==> config.mk <==
export PLATFORM = sky130hd
export DESIGN_NAME = length_prefixed_frame_deframer
export DESIGN_NICKNAME = d
export VERILOG_FILES = /design/src/design/lpfd_pkg.sv /design/src/design/lpfd_parser.sv /design/src/design/lpfd_out_skid.sv /design/src/design/length_prefixed_frame_deframer.sv
export SDC_FILE = /design/constraint.sdc
export NUM_CORES = 1
export LEC_CHECK = 0
export BUFFER_PORTS_ARGS = -buffer_cell sky130_fd_sc_hd__buf_2
export CAP_MARGIN = 20
export CORE_ASPECT_RATIO = 1.4
export CORE_MARGIN = 2
export CORE_UTILIZATION = 50
export CTS_CLUSTER_SIZE = 25
export DETAILED_ROUTE_END_ITERATION = 16
export PLACE_DENSITY = 0.69
export SLEW_MARGIN = 40
export SYNTH_ARGS = -nofsm -noshare
export SYNTH_HDL_FRONTEND = slang
export SYNTH_SLANG_ARGS = --single-unit
==> constraint.sdc <==
create_clock -name clk -period 10.5 [get_ports clk]
set_input_delay 2.1 -clock clk [delete_from_list [all_inputs] [get_ports clk]]
set_output_delay 2.1 -clock clk [all_outputs]
set_load 0.01 [all_outputs]
==> src/design/lpfd_pkg.sv <==
// Package for the length-prefixed frame deframer.
// Holds the phase, link and kind codes, the frame type constants and the result struct.
package lpfd_pkg;

    localparam logic [15:0] MAX_FRAME_LEN_RESET = 16'd512;

    localparam logic [7:0] TYPE_READY  = 8'h03;
    localparam logic [7:0] TYPE_REJECT = 8'h04;
    localparam logic [7:0] TYPE_PING   = 8'h11;

    localparam logic FUNC_BYTE    = 1'b0;
    localparam logic FUNC_RESTART = 1'b1;

    typedef enum logic [1:0] {
        PH_LEN_HI = 2'd0,
        PH_LEN_LO = 2'd1,
        PH_BODY   = 2'd2,
        PH_HALT   = 2'd3
    } phase_t;

    typedef enum logic [1:0] {
        LINK_OFF        = 2'd0,
        LINK_CONNECTING = 2'd1,
        LINK_ONLINE     = 2'd2,
        LINK_ERROR      = 2'd3
    } link_t;

    typedef enum logic [1:0] {
        KIND_TYPE    = 2'd0,
        KIND_PAYLOAD = 2'd1,
        KIND_BAD_LEN = 2'd2
    } kind_t;

    typedef struct packed {
        logic        pong_request;
        link_t       link_state;
        logic        last;
        logic [7:0]  frame_type;
        logic [7:0]  data_byte;
        kind_t       kind;
    } result_t;

endpackage

==> src/design/lpfd_parser.sv <==
// Frame parser: length prefix decode, body byte tagging and link state tracking.
// Depends on lpfd_pkg for codes, constants and the result struct.
module lpfd_parser
    import lpfd_pkg::*;
(
    input  logic        clk,
    input  logic        rst_n,
    input  logic        cfg_we,
    input  logic [15:0] cfg_data,
    input  logic        item_fire,
    input  logic        func,
    input  logic [7:0]  rx_byte,
    output logic        res_valid,
    output result_t     res
);

    logic [15:0] max_frame_len_reg;
    phase_t      phase_reg, phase_next;
    logic [7:0]  length_high_reg, length_high_next;
    logic [15:0] frame_length_reg, frame_length_next;
    logic [15:0] bytes_received_reg, bytes_received_next;
    logic [7:0]  current_type_reg, current_type_next;
    link_t       link_mode_reg, link_mode_next;

    logic [15:0] len_word;
    logic [15:0] count_inc;
    logic [7:0]  type_now;
    logic        is_last;

    always_ff @(posedge clk or negedge rst_n)
    begin
        if (!rst_n)
        begin
            max_frame_len_reg  <= MAX_FRAME_LEN_RESET;
            phase_reg          <= PH_LEN_HI;
            length_high_reg    <= 8'd0;
            frame_length_reg   <= 16'd0;
            bytes_received_reg <= 16'd0;
            current_type_reg   <= 8'd0;
            link_mode_reg      <= LINK_OFF;
        end
        else
        begin
            if (cfg_we)
            begin
                max_frame_len_reg <= cfg_data;
            end
            phase_reg          <= phase_next;
            length_high_reg    <= length_high_next;
            frame_length_reg   <= frame_length_next;
            bytes_received_reg <= bytes_received_next;
            current_type_reg   <= current_type_next;
            link_mode_reg      <= link_mode_next;
        end
    end

    assign len_word  = {length_high_reg, rx_byte};
    assign count_inc = bytes_received_reg + 16'd1;
    assign type_now  = (bytes_received_reg == 16'd0) ? rx_byte : current_type_reg;
    assign is_last   = (count_inc >= frame_length_reg);

    always_comb
    begin
        phase_next          = phase_reg;
        length_high_next    = length_high_reg;
        frame_length_next   = frame_length_reg;
        bytes_received_next = bytes_received_reg;
        current_type_next   = current_type_reg;
        link_mode_next      = link_mode_reg;
        res_valid           = 1'b0;
        res.kind            = KIND_BAD_LEN;
        res.data_byte       = 8'd0;
        res.frame_type      = 8'd0;
        res.last            = 1'b0;
        res.link_state      = link_mode_reg;
        res.pong_request    = 1'b0;

        if (item_fire)
        begin
            if (func == FUNC_RESTART)
            begin
                phase_next          = PH_LEN_HI;
                length_high_next    = 8'd0;
                frame_length_next   = 16'd0;
                bytes_received_next = 16'd0;
                current_type_next   = 8'd0;
                link_mode_next      = LINK_CONNECTING;
            end
            else
            begin
                unique case (phase_reg)
                    PH_LEN_HI:
                    begin
                        length_high_next = rx_byte;
                        phase_next       = PH_LEN_LO;
                    end
                    PH_LEN_LO:
                    begin
                        if ((len_word == 16'd0) || (len_word > max_frame_len_reg))
                        begin
                            phase_next = PH_HALT;
                            res_valid  = 1'b1;
                        end
                        else
                        begin
                            frame_length_next   = len_word;
                            bytes_received_next = 16'd0;
                            phase_next          = PH_BODY;
                        end
                    end
                    PH_BODY:
                    begin
                        res_valid           = 1'b1;
                        current_type_next   = type_now;
                        bytes_received_next = count_inc;
                        res.kind            = (bytes_received_reg == 16'd0) ? KIND_TYPE
                                                                            : KIND_PAYLOAD;
                        res.data_byte       = rx_byte;
                        res.frame_type      = type_now;
                        res.last            = is_last;
                        if (is_last)
                        begin
                            if (type_now == TYPE_READY)
                            begin
                                link_mode_next = LINK_ONLINE;
                            end
                            else if (type_now == TYPE_REJECT)
                            begin
                                link_mode_next = LINK_ERROR;
                            end
                            else if (type_now == TYPE_PING)
                            begin
                                res.pong_request = 1'b1;
                            end
                            phase_next          = PH_LEN_HI;
                            frame_length_next   = 16'd0;
                            bytes_received_next = 16'd0;
                        end
                        res.link_state = link_mode_next;
                    end
                    PH_HALT:
                    begin
                    end
                    default:
                    begin
                    end
                endcase
            end
        end
    end

endmodule

==> src/design/lpfd_out_skid.sv <==
// Result register with a skid stage; the input waits only while the skid stage is full.
// Depends on lpfd_pkg for the result struct.
module lpfd_out_skid
    import lpfd_pkg::*;
(
    input  logic    clk,
    input  logic    rst_n,
    input  logic    push,
    input  result_t push_data,
    output logic    space,
    output logic    out_valid,
    input  logic    out_ready,
    output result_t out_data
);

    logic    out_valid_reg, out_valid_next;
    result_t out_data_reg, out_data_next;
    logic    skid_valid_reg, skid_valid_next;
    result_t skid_data_reg, skid_data_next;

    always_ff @(posedge clk or negedge rst_n)
    begin
        if (!rst_n)
        begin
            out_valid_reg  <= 1'b0;
            skid_valid_reg <= 1'b0;
        end
        else
        begin
            out_valid_reg  <= out_valid_next;
            skid_valid_reg <= skid_valid_next;
        end
    end

    always_ff @(posedge clk)
    begin
        out_data_reg  <= out_data_next;
        skid_data_reg <= skid_data_next;
    end

    always_comb
    begin
        out_valid_next  = out_valid_reg;
        out_data_next   = out_data_reg;
        skid_valid_next = skid_valid_reg;
        skid_data_next  = skid_data_reg;
        if (!out_valid_reg || out_ready)
        begin
            out_valid_next  = skid_valid_reg || push;
            out_data_next   = skid_valid_reg ? skid_data_reg : push_data;
            skid_valid_next = 1'b0;
        end
        else if (push)
        begin
            skid_valid_next = 1'b1;
            skid_data_next  = push_data;
        end
    end

    assign space     = !skid_valid_reg;
    assign out_valid = out_valid_reg;
    assign out_data  = out_data_reg;

endmodule

==> src/design/length_prefixed_frame_deframer.sv <==
// Top level of the length-prefixed frame deframer.
// Depends on lpfd_pkg, lpfd_parser and lpfd_out_skid.
//
// The block takes one received stream byte (or a link restart) per item and accepts an
// item in every clock cycle while s_axis_tready is high; items are decoded combinationally
// by the parser, and each result is registered in the result register or the skid stage
// behind it, which keeps s_axis_tready registered, so a stalled output holds the input off
// only once two results are waiting. Frames are a big-endian 16-bit length followed by a
// type byte and payload; lengths of zero or above max_frame_len give one error result and
// the stream is then ignored until a restart. The max_frame_len register resets to 512 and
// should be written only while the block is idle.
module length_prefixed_frame_deframer
    import lpfd_pkg::*;
(
    input  logic        clk,
    input  logic        rst_n,
    input  logic        cfg_valid,
    output logic        cfg_ready,
    input  logic [15:0] cfg_data,       // max_frame_len[15:0]
    input  logic        s_axis_tvalid,
    output logic        s_axis_tready,
    input  logic [7:0]  s_axis_tdata,   // rx_byte[7:0]
    input  logic        s_axis_tuser,   // func[0]
    output logic        m_axis_tvalid,
    input  logic        m_axis_tready,
    output logic [23:0] m_axis_tdata,   // data_byte[7:0], frame_type[15:8],
                                        // link_state[17:16], pong_request[18], zero[23:19]
    output logic [1:0]  m_axis_tuser,   // kind[1:0]
    output logic        m_axis_tlast    // last
);

    logic    item_fire;
    logic    space;
    logic    res_valid;
    result_t res;
    result_t out_res;

    assign cfg_ready     = 1'b1;
    assign s_axis_tready = space;
    assign item_fire     = s_axis_tvalid && space;

    lpfd_parser u_parser (
        .clk       (clk),
        .rst_n     (rst_n),
        .cfg_we    (cfg_valid),
        .cfg_data  (cfg_data),
        .item_fire (item_fire),
        .func      (s_axis_tuser),
        .rx_byte   (s_axis_tdata),
        .res_valid (res_valid),
        .res       (res)
    );

    lpfd_out_skid u_out (
        .clk       (clk),
        .rst_n     (rst_n),
        .push      (res_valid),
        .push_data (res),
        .space     (space),
        .out_valid (m_axis_tvalid),
        .out_ready (m_axis_tready),
        .out_data  (out_res)
    );

    assign m_axis_tdata = {5'd0, out_res.pong_request, out_res.link_state,
                           out_res.frame_type, out_res.data_byte};
    assign m_axis_tuser = out_res.kind;
    assign m_axis_tlast = out_res.last;

endmodule

# Word-level counts from Yosys, hierarchy flattened
# Index checks and enable logic that the tools add are counted.
[classes] n_addsub=1 order_cmp=2 n_eq_ne=7 mux=37 bitwise_logic=1 n_reduce_logical=20
[op_table] cell="2-to-1 mux 16 bit" n=6
[op_table] cell="2-to-1 mux 22 bit" n=4
[op_table] cell="one-hot mux 16 bit (2 select lines)" n=2
[op_table] cell="2-to-1 mux 8 bit" n=5
[op_table] cell="logical NOT 16 bit" n=2
[op_table] cell="adder 16 x 1 -> 16 bit (second input constant)" n=1
[op_table] cell="greater-or-equal comparator 16 bit" n=1
[op_table] cell="greater-than comparator 16 bit" n=1
[op_table] cell="2-to-1 mux 2 bit" n=7
[op_table] cell="2-to-1 mux 1 bit" n=11
[op_table] cell="== test 8 x 2 -> 1 bit (second input constant)" n=1
[op_table] cell="== test 8 x 3 -> 1 bit (second input constant)" n=1
[op_table] cell="== test 8 x 5 -> 1 bit (second input constant)" n=1
[op_table] cell="one-hot mux 2 bit (3 select lines)" n=1
[op_table] cell="AND reduction 2 bit" n=3
[op_table] cell="AND reduction 3 bit" n=2
[op_table] cell="nonzero test 2 bit" n=3
[op_table] cell="AND reduction 4 bit" n=1
[op_table] cell="nonzero test 4 bit" n=1
[op_table] cell="logical OR 1 bit" n=3
[op_table] cell="!= test 3 x 2 -> 1 bit (second input constant)" n=1
[op_table] cell="!= test 3 bit (second input constant)" n=1
[op_table] cell="nonzero test 3 bit" n=1
[op_table] cell="== test 2 x 1 -> 1 bit (second input constant)" n=1
[op_table] cell="6 further kinds" n=7
[totals] register_bits=114 inputBits=30 output_inout_bits=30 word_cells=89

# Longest topological paths before layout
# Gate-level depths: netlist of the first run.
[logic_depth] word_depth=11 mapped_depth=13 depth_no_buf=12

# Cells and area by module
# From an unflattened synthesis of the first run, not the netlist that was laid out.
[unflattened] cells_unflattened=558 hier_area_um2=6089.6
[modules_own_cells] mod="lpfd_parser" instances=1 cells_each=471 area_each_um2=4264.1 seq_area_each_um2=1702.9
[modules_own_cells] mod="lpfd_out_skid" instances=1 cells_each=78 area_each_um2=1766.7 seq_area_each_um2=1371.3
[modules_own_cells] mod="length_prefixed_frame_deframer" instances=1 cells_each=9 area_each_um2=58.8 seq_area_each_um2=0.0

# Worst setup path after synthesis of the first run
# Ideal clock, no wire load.
[synth_path] path_type="input port to flip-flop" start="in s_axis_tdata[1]" end="reg u_out.skid_data_reg[0] (netlist bit), enable pin" setup_time_ns=0.401 arrival_time_ns=4.511 t_required_ns=10.099 setup_slack_ns=5.588 cell_stages=8 path_buffers=1 path_cell_list="ha_1 nor2b_1 o211ai_1 a2111o_1 a31oi_4 buf_2 a22oi_1 nor2_1"
[synth_between] elab_chain_cells=7 word_cells_on_any_way=8 cone_classes="order compare (1); mux (4); reduce/logical (3)"
[synth_lines] element="start: declaration" line_no="length_prefixed_frame_deframer.sv:22" text="input logic [7:0] s_axis_tdata,"
[synth_lines] element="greater-than comparator 16 bit or logical NOT 16 bit (tied branches)" line_no="lpfd_parser.sv:99" text="if ((len_word == 16'd0) || (len_word > max_frame_len_reg))"
[synth_lines] element="logical OR 1 bit (*)" line_no="lpfd_parser.sv:99"
[synth_lines] element="2-to-1 mux 1 bit (*)" line_no="lpfd_parser.sv:99"
[synth_lines] element="one-hot mux 1 bit (2 select lines) (*)" line_no="lpfd_parser.sv:91" text="unique case (phase_reg)"
[synth_lines] element="2-to-1 mux 1 bit (*)" line_no="lpfd_parser.sv:80" text="if (func == FUNC_RESTART)"
[synth_lines] element="2-to-1 mux 1 bit (*)" line_no="lpfd_parser.sv:78" text="if (item_fire)"
[synth_lines] element="AND reduction 2 bit (no source line) (*)"
[synth_lines] element="end signal: assignment" line_no="lpfd_out_skid.sv:38" text="skid_data_reg <= skid_data_next;"
[synth_lines] element="end: declaration" line_no="lpfd_out_skid.sv:19" text="result_t skid_data_reg, skid_data_next;"
# Mark *: on every way between the ends. The rest lies on a longest branch, timed or not.
# A chain may end at the register's enable or synchronous reset.

# Final worst setup path of the first run
[layout_path] start="in s_axis_tdata[1]" end="reg u_out.skid_data_reg[11] (netlist bit), enable pin"
# The elaborated chain is that of the path after synthesis.

==> results of run 1 <==
==> cell usage after synthesis (8+ instances only) <==
master | number | share of area
nand2_1 | 68 | 0.041
ha_1 | 38 | 0.077
inv_1 | 57 | 0.035
xnor2_1 | 9 | 0.013
nor2_1 | 22 | 0.013
clkbuf_1 | 11 | 0.0067
o21ai_0 | 27 | 0.022
nand3_1 | 8 | 0.0065
a21o_1 | 28 | 0.034
a21oi_1 | 12 | 0.0097
nand2b_1 | 15 | 0.015
edfxtp_1 | 44 | 0.21
dfrtp_1 | 69 | 0.28
mux2i_1 | 33 | 0.053
nand4_1 | 9 | 0.0091
a221oi_1 | 10 | 0.014
o22ai_1 | 9 | 0.0091
nor3_1 | 9 | 0.0073
==> metrics by stage <==
step | instances | hold WS, ns
finish | 799 | 0.512
CTS | 799 | 0.519
global placement | 766 | 0.504
floorplan | 586 | 0.478
detailed placement | 767 | 0.510
global route | 799 | 0.537
==> layer usage <==
| layer | vias to the layer above | wire (um) | track usage |
|---|---|---|---|
| met3 | 34 | 538 | 0.0439 |
| met2 | 140 | 7800 | 0.416 |
| met4 | 0 | 478 | 0.112 |
| li1 | 2190 | - | - |
| met5 | - | 0 | 0 |
| met1 | 2217 | 5560 | 0.240 |
==> area by class of cell <==
class / count / area [sq um]
Clock inverter: 15 / 160
Timing Repair Buffer: 58 / 310
Sequential cell: 114 / 3070
Tap cell: 150 / 188
Inverter: 58 / 218
Fill cell: 1068 / 5040
Clock buffer: 17 / 425
Multi-Input combinational cell: 387 / 2780
==> worst reg2reg max path, stage by stage (launching register included) <==
cell and delay, ns:
dfrtp_1 0.49, nand3_1 0.28, nor2_1 0.38, nand4_1 0.25
or4_1 0.48, nand2_1 0.09, ha_1 0.19, o2111ai_1 0.20
a32oi_2 0.32, nand2_2 0.30, a211oi_4 0.65, buf_6 0.24
mux2i_1 0.20
==> how the worst min path moves through the flow <==
| stage | to | cells after the start | slack [ns] | start |
|---|---|---|---|---|
| after floorplan | u_parser.max_frame_len_reg[9] | 2 | 0.48 | u_parser.max_frame_len_reg[9] |
| after global placement | u_parser.frame_length_reg[7] | 2 | 0.50 | u_parser.frame_length_reg[7] |
| after detailed placement | u_out.out_data[18] | 2 | 0.51 | u_out.skid_data_reg[18] |
| after CTS | u_parser.max_frame_len_reg[9] | 2 | 0.52 | u_parser.max_frame_len_reg[9] |
| after global routing | u_parser.frame_length_reg[9] | 2 | 0.54 | u_parser.frame_length_reg[9] |
| final | u_parser.max_frame_len_reg[9] | 2 | 0.51 | u_parser.max_frame_len_reg[9] |
==> report_power, final <==
group	switching, uW	internal, uW
clock	214	351
combinational	255	164
sequential	39.3	529
==> logic make-up (layout without fill, tap and decap cells) <==
| kind of cell | count (synthesis) | in the layout | share of synthesized area |
|---|---|---|---|
| other | 2 | 6 | 0.00121 |
| AND/OR/NAND/NOR | 171 | 171 | 0.145 |
| adder cells (fa/ha/maj) | 38 | 38 | 0.0768 |
| XOR/XNOR | 10 | 10 | 0.0141 |
| multiplexers | 36 | 36 | 0.0588 |
| AO/OA/AOI/OAI | 126 | 126 | 0.148 |
| flip-flops | 114 | 114 | 0.496 |
| buffers and inverters | 85 | 148 | 0.0592 |
==> impl_metrics.toml, run 1 <==
[critical_path]
start_kind = "input pin"
critPathTopFamily = "compound AO/OA/AOI/OAI gates"
end_kind = "register"
crit_cells = 9
path_cells = "buf_2 -> ha_1 -> nor2b_1 -> o211ai_1 -> a2111o_1 -> a31oi_4 -> a22oi_1 -> nor2_1 -> buf_4"
required_ns = 10.59
cp.buffers_inverters = 2
r2r-end = "u_parser.frame_length_reg[11]"
crit_path_start = "s_axis_tdata[1]"
worst-setup-path-type = "in2reg"
cp_data_arrival_time_ns = 4.33
ff2ff_path_depth = 12
r2r_start = "u_parser.bytes_received_reg[2]"
crit_fanout = 22
crit_end = "u_out.skid_data_reg[11]"
reg2reg_setup_slack_ns = 6.37
critPathMaxStageDelay_ns = 0.48
slowest_stage = "a31oi_4"

[min_path]
worstHoldPathType = "reg2reg"

[synth]
syn_area_sq_um = 6190
synth_area_per_cell_sq_um = 10.6
yosysWarnings = 0
ys_seq_area_frac = 0.496
synthDistinctLibCells = 64
ys.flop_type = "dfrtp_1"
async_reset_ff_frac = 0.614
synth_edf_count = 44
synth_cells = 582
ys_seq_elements = 114

[clocking]
tritoncts = "done"
cts_root_buf = "clkbuf_16"
cts-buffers-inserted = 17
postCtsSetupBuffers = 0
insertion_delay_ns = 0.41
cts_sinks = 114
ctsHoldBuffers = 0
htree_levels = 4
clk_pin_slew_ns = 0.05
postCtsResizedCells = 0
clockBufferDepth = 2

[finish]
fin_nets = 704
mostFrequentLayoutCell = "dfrtp_1"
area.growth.synth_to_final_pct = 15.4
design_area_sq_um = 7150
layout_common_cells = "dfrtp_1, nand2_1, inv_1, buf_2, edfxtp_1"
finalCoreUtilization = 0.587
drive_above_1_share = 0.174
diodes = 0

[route]
vias = 4581
ant_nets = 0
drc = 0
routed_via_density = 5.73
drt_iter0_drc = 249
postRouteWirelength_mm = 14.4
firstDrtPassIters = 5
wl_per_cell_um = 18.0

[pwr]
leakagePower_uw = 0.00336
power_uw = 1550
cellPowerDensity_nw_per_um2 = 217
peakVddDrop_mv = 0.125

[sta]
final-hold-violation-count = 0
slew_headroom = 0.450
tightest_slew_ns = 0.820
rsz0062_at_grt = "false"
fin_tns_setup_ns = 0
fmax_ghz = 0.236
finalCritPeriodShare = 0.404
setup_violations = 0
drv_slew = 0
layout_setup_ws_ns = 6.26
fin_skew_ns = 0.0109
fin_crit_ns = 4.24

[floorplan]
core_sq_um = 12200
initial_core_util = 0.508
num_rows = 48
io_pins = 60
fp.dieArea_sq_um = 13300
fp.dieW_um = 98.1
die_y_um = 136

[global_route]
antenna_found_initial = 0
track_usage = 0.224
grt_overflow_total = 0
grt_first_pass_wirelength_mm = 23.0
grt_max_degree = 71
grt_pass1_vias = 4570

[status]
outcome = "complete, no violations"

[run]
maxCapViolCount = 0

[place]
place_ws_ns = 5.85
place.gp.congestion = 0.910
hpwl_mm = 10.8
io_buffer_count = 53
placed_area_sq_um = 6570
Note: power is estimated with default switching activity, not from simulation.
==> run 2, diff against run 1 <==
--- a/config.mk
+++ b/config.mk
@@ -12,7 +12,7 @@
 export CORE_UTILIZATION = 50
 export CTS_CLUSTER_SIZE = 25
 export DETAILED_ROUTE_END_ITERATION = 16
-export PLACE_DENSITY = 0.69
+export PLACE_DENSITY = 0.72
 export SLEW_MARGIN = 40
 export SYNTH_ARGS = -nofsm -noshare
 export SYNTH_HDL_FRONTEND = slang
==> constraint.sdc (replaced) <==
create_clock -name clk -period 3.8 [get_ports clk]
set_input_delay 0.76 -clock clk [delete_from_list [all_inputs] [get_ports clk]]
set_output_delay 0.76 -clock clk [all_outputs]
set_load 0.01 [all_outputs]
==> impl_metrics.toml, run 2 (synthesis gave the netlist of run 1 again) <==
[critical_path]
crit_top_cell = "ha_1"
slowest_stage = "or3_1"
start_kind = "register"
cp_data_arrival_time_ns = 3.95
critPathMaxStageDelay_ns = 0.46
crit_fanout = 10
end_kind = "register"
path_cells = "ha_1 -> nand3_2 -> or3_1 -> nor3_1 -> xnor2_1 -> ha_1 -> and4_1 -> a2111oi_1 -> a32oi_2 -> and2_1 -> a211o_2 -> o22ai_1"
worst-setup-path-type = "reg2reg"
critPathTopFamily = "simple AND/OR/NAND/NOR gates"
cp.buffers_inverters = 0
required_ns = 4.13

[clocking]
cts-buffers-inserted = 17
ctsHoldBuffers = 0
insertion_delay_ns = 0.42
cts_root_buf = "clkbuf_16"
tritoncts = "done"
clockBufferDepth = 2
cts_sinks = 114
htree_levels = 4
clk_pin_slew_ns = 0.06

[route]
drc = 0
drt_iter0_drc = 243
wl_per_cell_um = 17.6
routed_via_density = 5.81
postRouteWirelength_mm = 14.2
ant_nets = 0
vias = 4691
firstDrtPassIters = 5

[finish]
drive_above_1_share = 0.187
fin_cells = 807
mostFrequentLayoutCell = "dfrtp_1"
area.growth.synth_to_final_pct = 17.6
layout_common_cells = "dfrtp_1, nand2_1, inv_1, buf_2, edfxtp_1"
diodes = 0
fin_nets = 712

[global_route]
grt_first_pass_wirelength_mm = 23.2
grt_overflow_total = 0
grt_pass1_vias = 4719
antenna_found_initial = 0
track_usage = 0.220
grt_max_degree = 71

[sta]
fin_skew_ns = 0.0110
fmax_ghz = 0.276
fin_crit_ns = 3.62
fin_tns_setup_ns = 0
setup_violations = 0
slew_headroom = 0.488
finalCritPeriodShare = 0.952
tightest_slew_ns = 0.763
drv_slew = 0
final-hold-violation-count = 0

[run]
maxCapViolCount = 0

[pwr]
leakagePower_uw = 0.00345
cellPowerDensity_nw_per_um2 = 614
peakVddDrop_mv = 0.303

[status]
outcome = "complete, no violations"

[floorplan]
num_rows = 48
core_sq_um = 12200
initial_core_util = 0.508
fp.dieArea_sq_um = 13300
die_y_um = 136
fp.dieW_um = 98.1
io_pins = 60

[min_path]
worstHoldPathType = "in2async"

[place]
place_inst = 775
io_buffer_count = 53
hpwl_mm = 10.0
place.gp.congestion = 0.989
## run 2: cell count changes in the layout (fill, tap and decap cells not counted), sizes merged
cell	delta
buf	+8
bufinv	+2
clkinv	-5
clkinvlp	-1
inv	+4
## run 2: final cells by class
| type | instances | area [sq um] |
|---|---|---|
| Timing Repair Buffer | 66 | 367 |
| Inverter | 58 | 218 |
| Multi-Input combinational cell | 387 | 2790 |
| Clock buffer | 17 | 425 |
| Tap cell | 150 | 188 |
| Clock inverter | 15 | 220 |
| Fill cell | 1022 | 4910 |
| Sequential cell | 114 | 3070 |
## run 2: stage by stage
stage | util | total power, uW | instance area (sq um) | hold WS [ns] | setup slack [ns]
after global placement | 0.542 | 2690 | 6610 | 0.503 | 0.236
after global routing | 0.597 | 4700 | 7280 | 0.503 | -0.00244
after detailed placement | 0.543 | 2740 | 6620 | 0.501 | 0.123
final | 0.597 | 4470 | 7280 | 0.450 | 0.182
after CTS | 0.596 | 4490 | 7270 | 0.470 | 0.0737
after floorplan | - | 2420 | 6210 | 0.464 | 0.228
## run 2: final timing paths
kind | from | end | slack [ns] | cells after the start
max reg2reg | u_parser.bytes_received_reg[0] | u_parser.bytes_received_reg[3] | 0.18 | 12
max in group asynchronous | rst_n | u_parser.max_frame_len_reg[3] | 2.89 | 2
max | u_parser.bytes_received_reg[0] | u_parser.bytes_received_reg[3] | 0.18 | 12
min reg2reg | u_parser.max_frame_len_reg[9] | u_parser.max_frame_len_reg[9] | 0.51 | 2
min | rst_n | u_parser.bytes_received_reg[15] | 0.45 | 2
min in group clk | u_parser.max_frame_len_reg[9] | u_parser.max_frame_len_reg[9] | 0.51 | 2
## run 2: what timing repair did
item,4_1_cts,5_1_grt
endpoints found under the setup margin,0,18
resized for setup,0,4
setup buffers,0,0
## run 2: routing by layer
metal | global-route usage | part of all wire | up-vias
met4 | 0.111 | 0.045 | 0
met3 | 0.0459 | 0.044 | 52
met1 | 0.245 | 0.39 | 2282
met2 | 0.394 | 0.52 | 152
li1 | - | - | 2205
met5 | 0 | 0 | -
## run 2: where the power goes
group          switching, uW  internal (uW)  total, uW
registers               99.0           1460       1560
logic                    711            467       1180
clock network            618           1120       1730
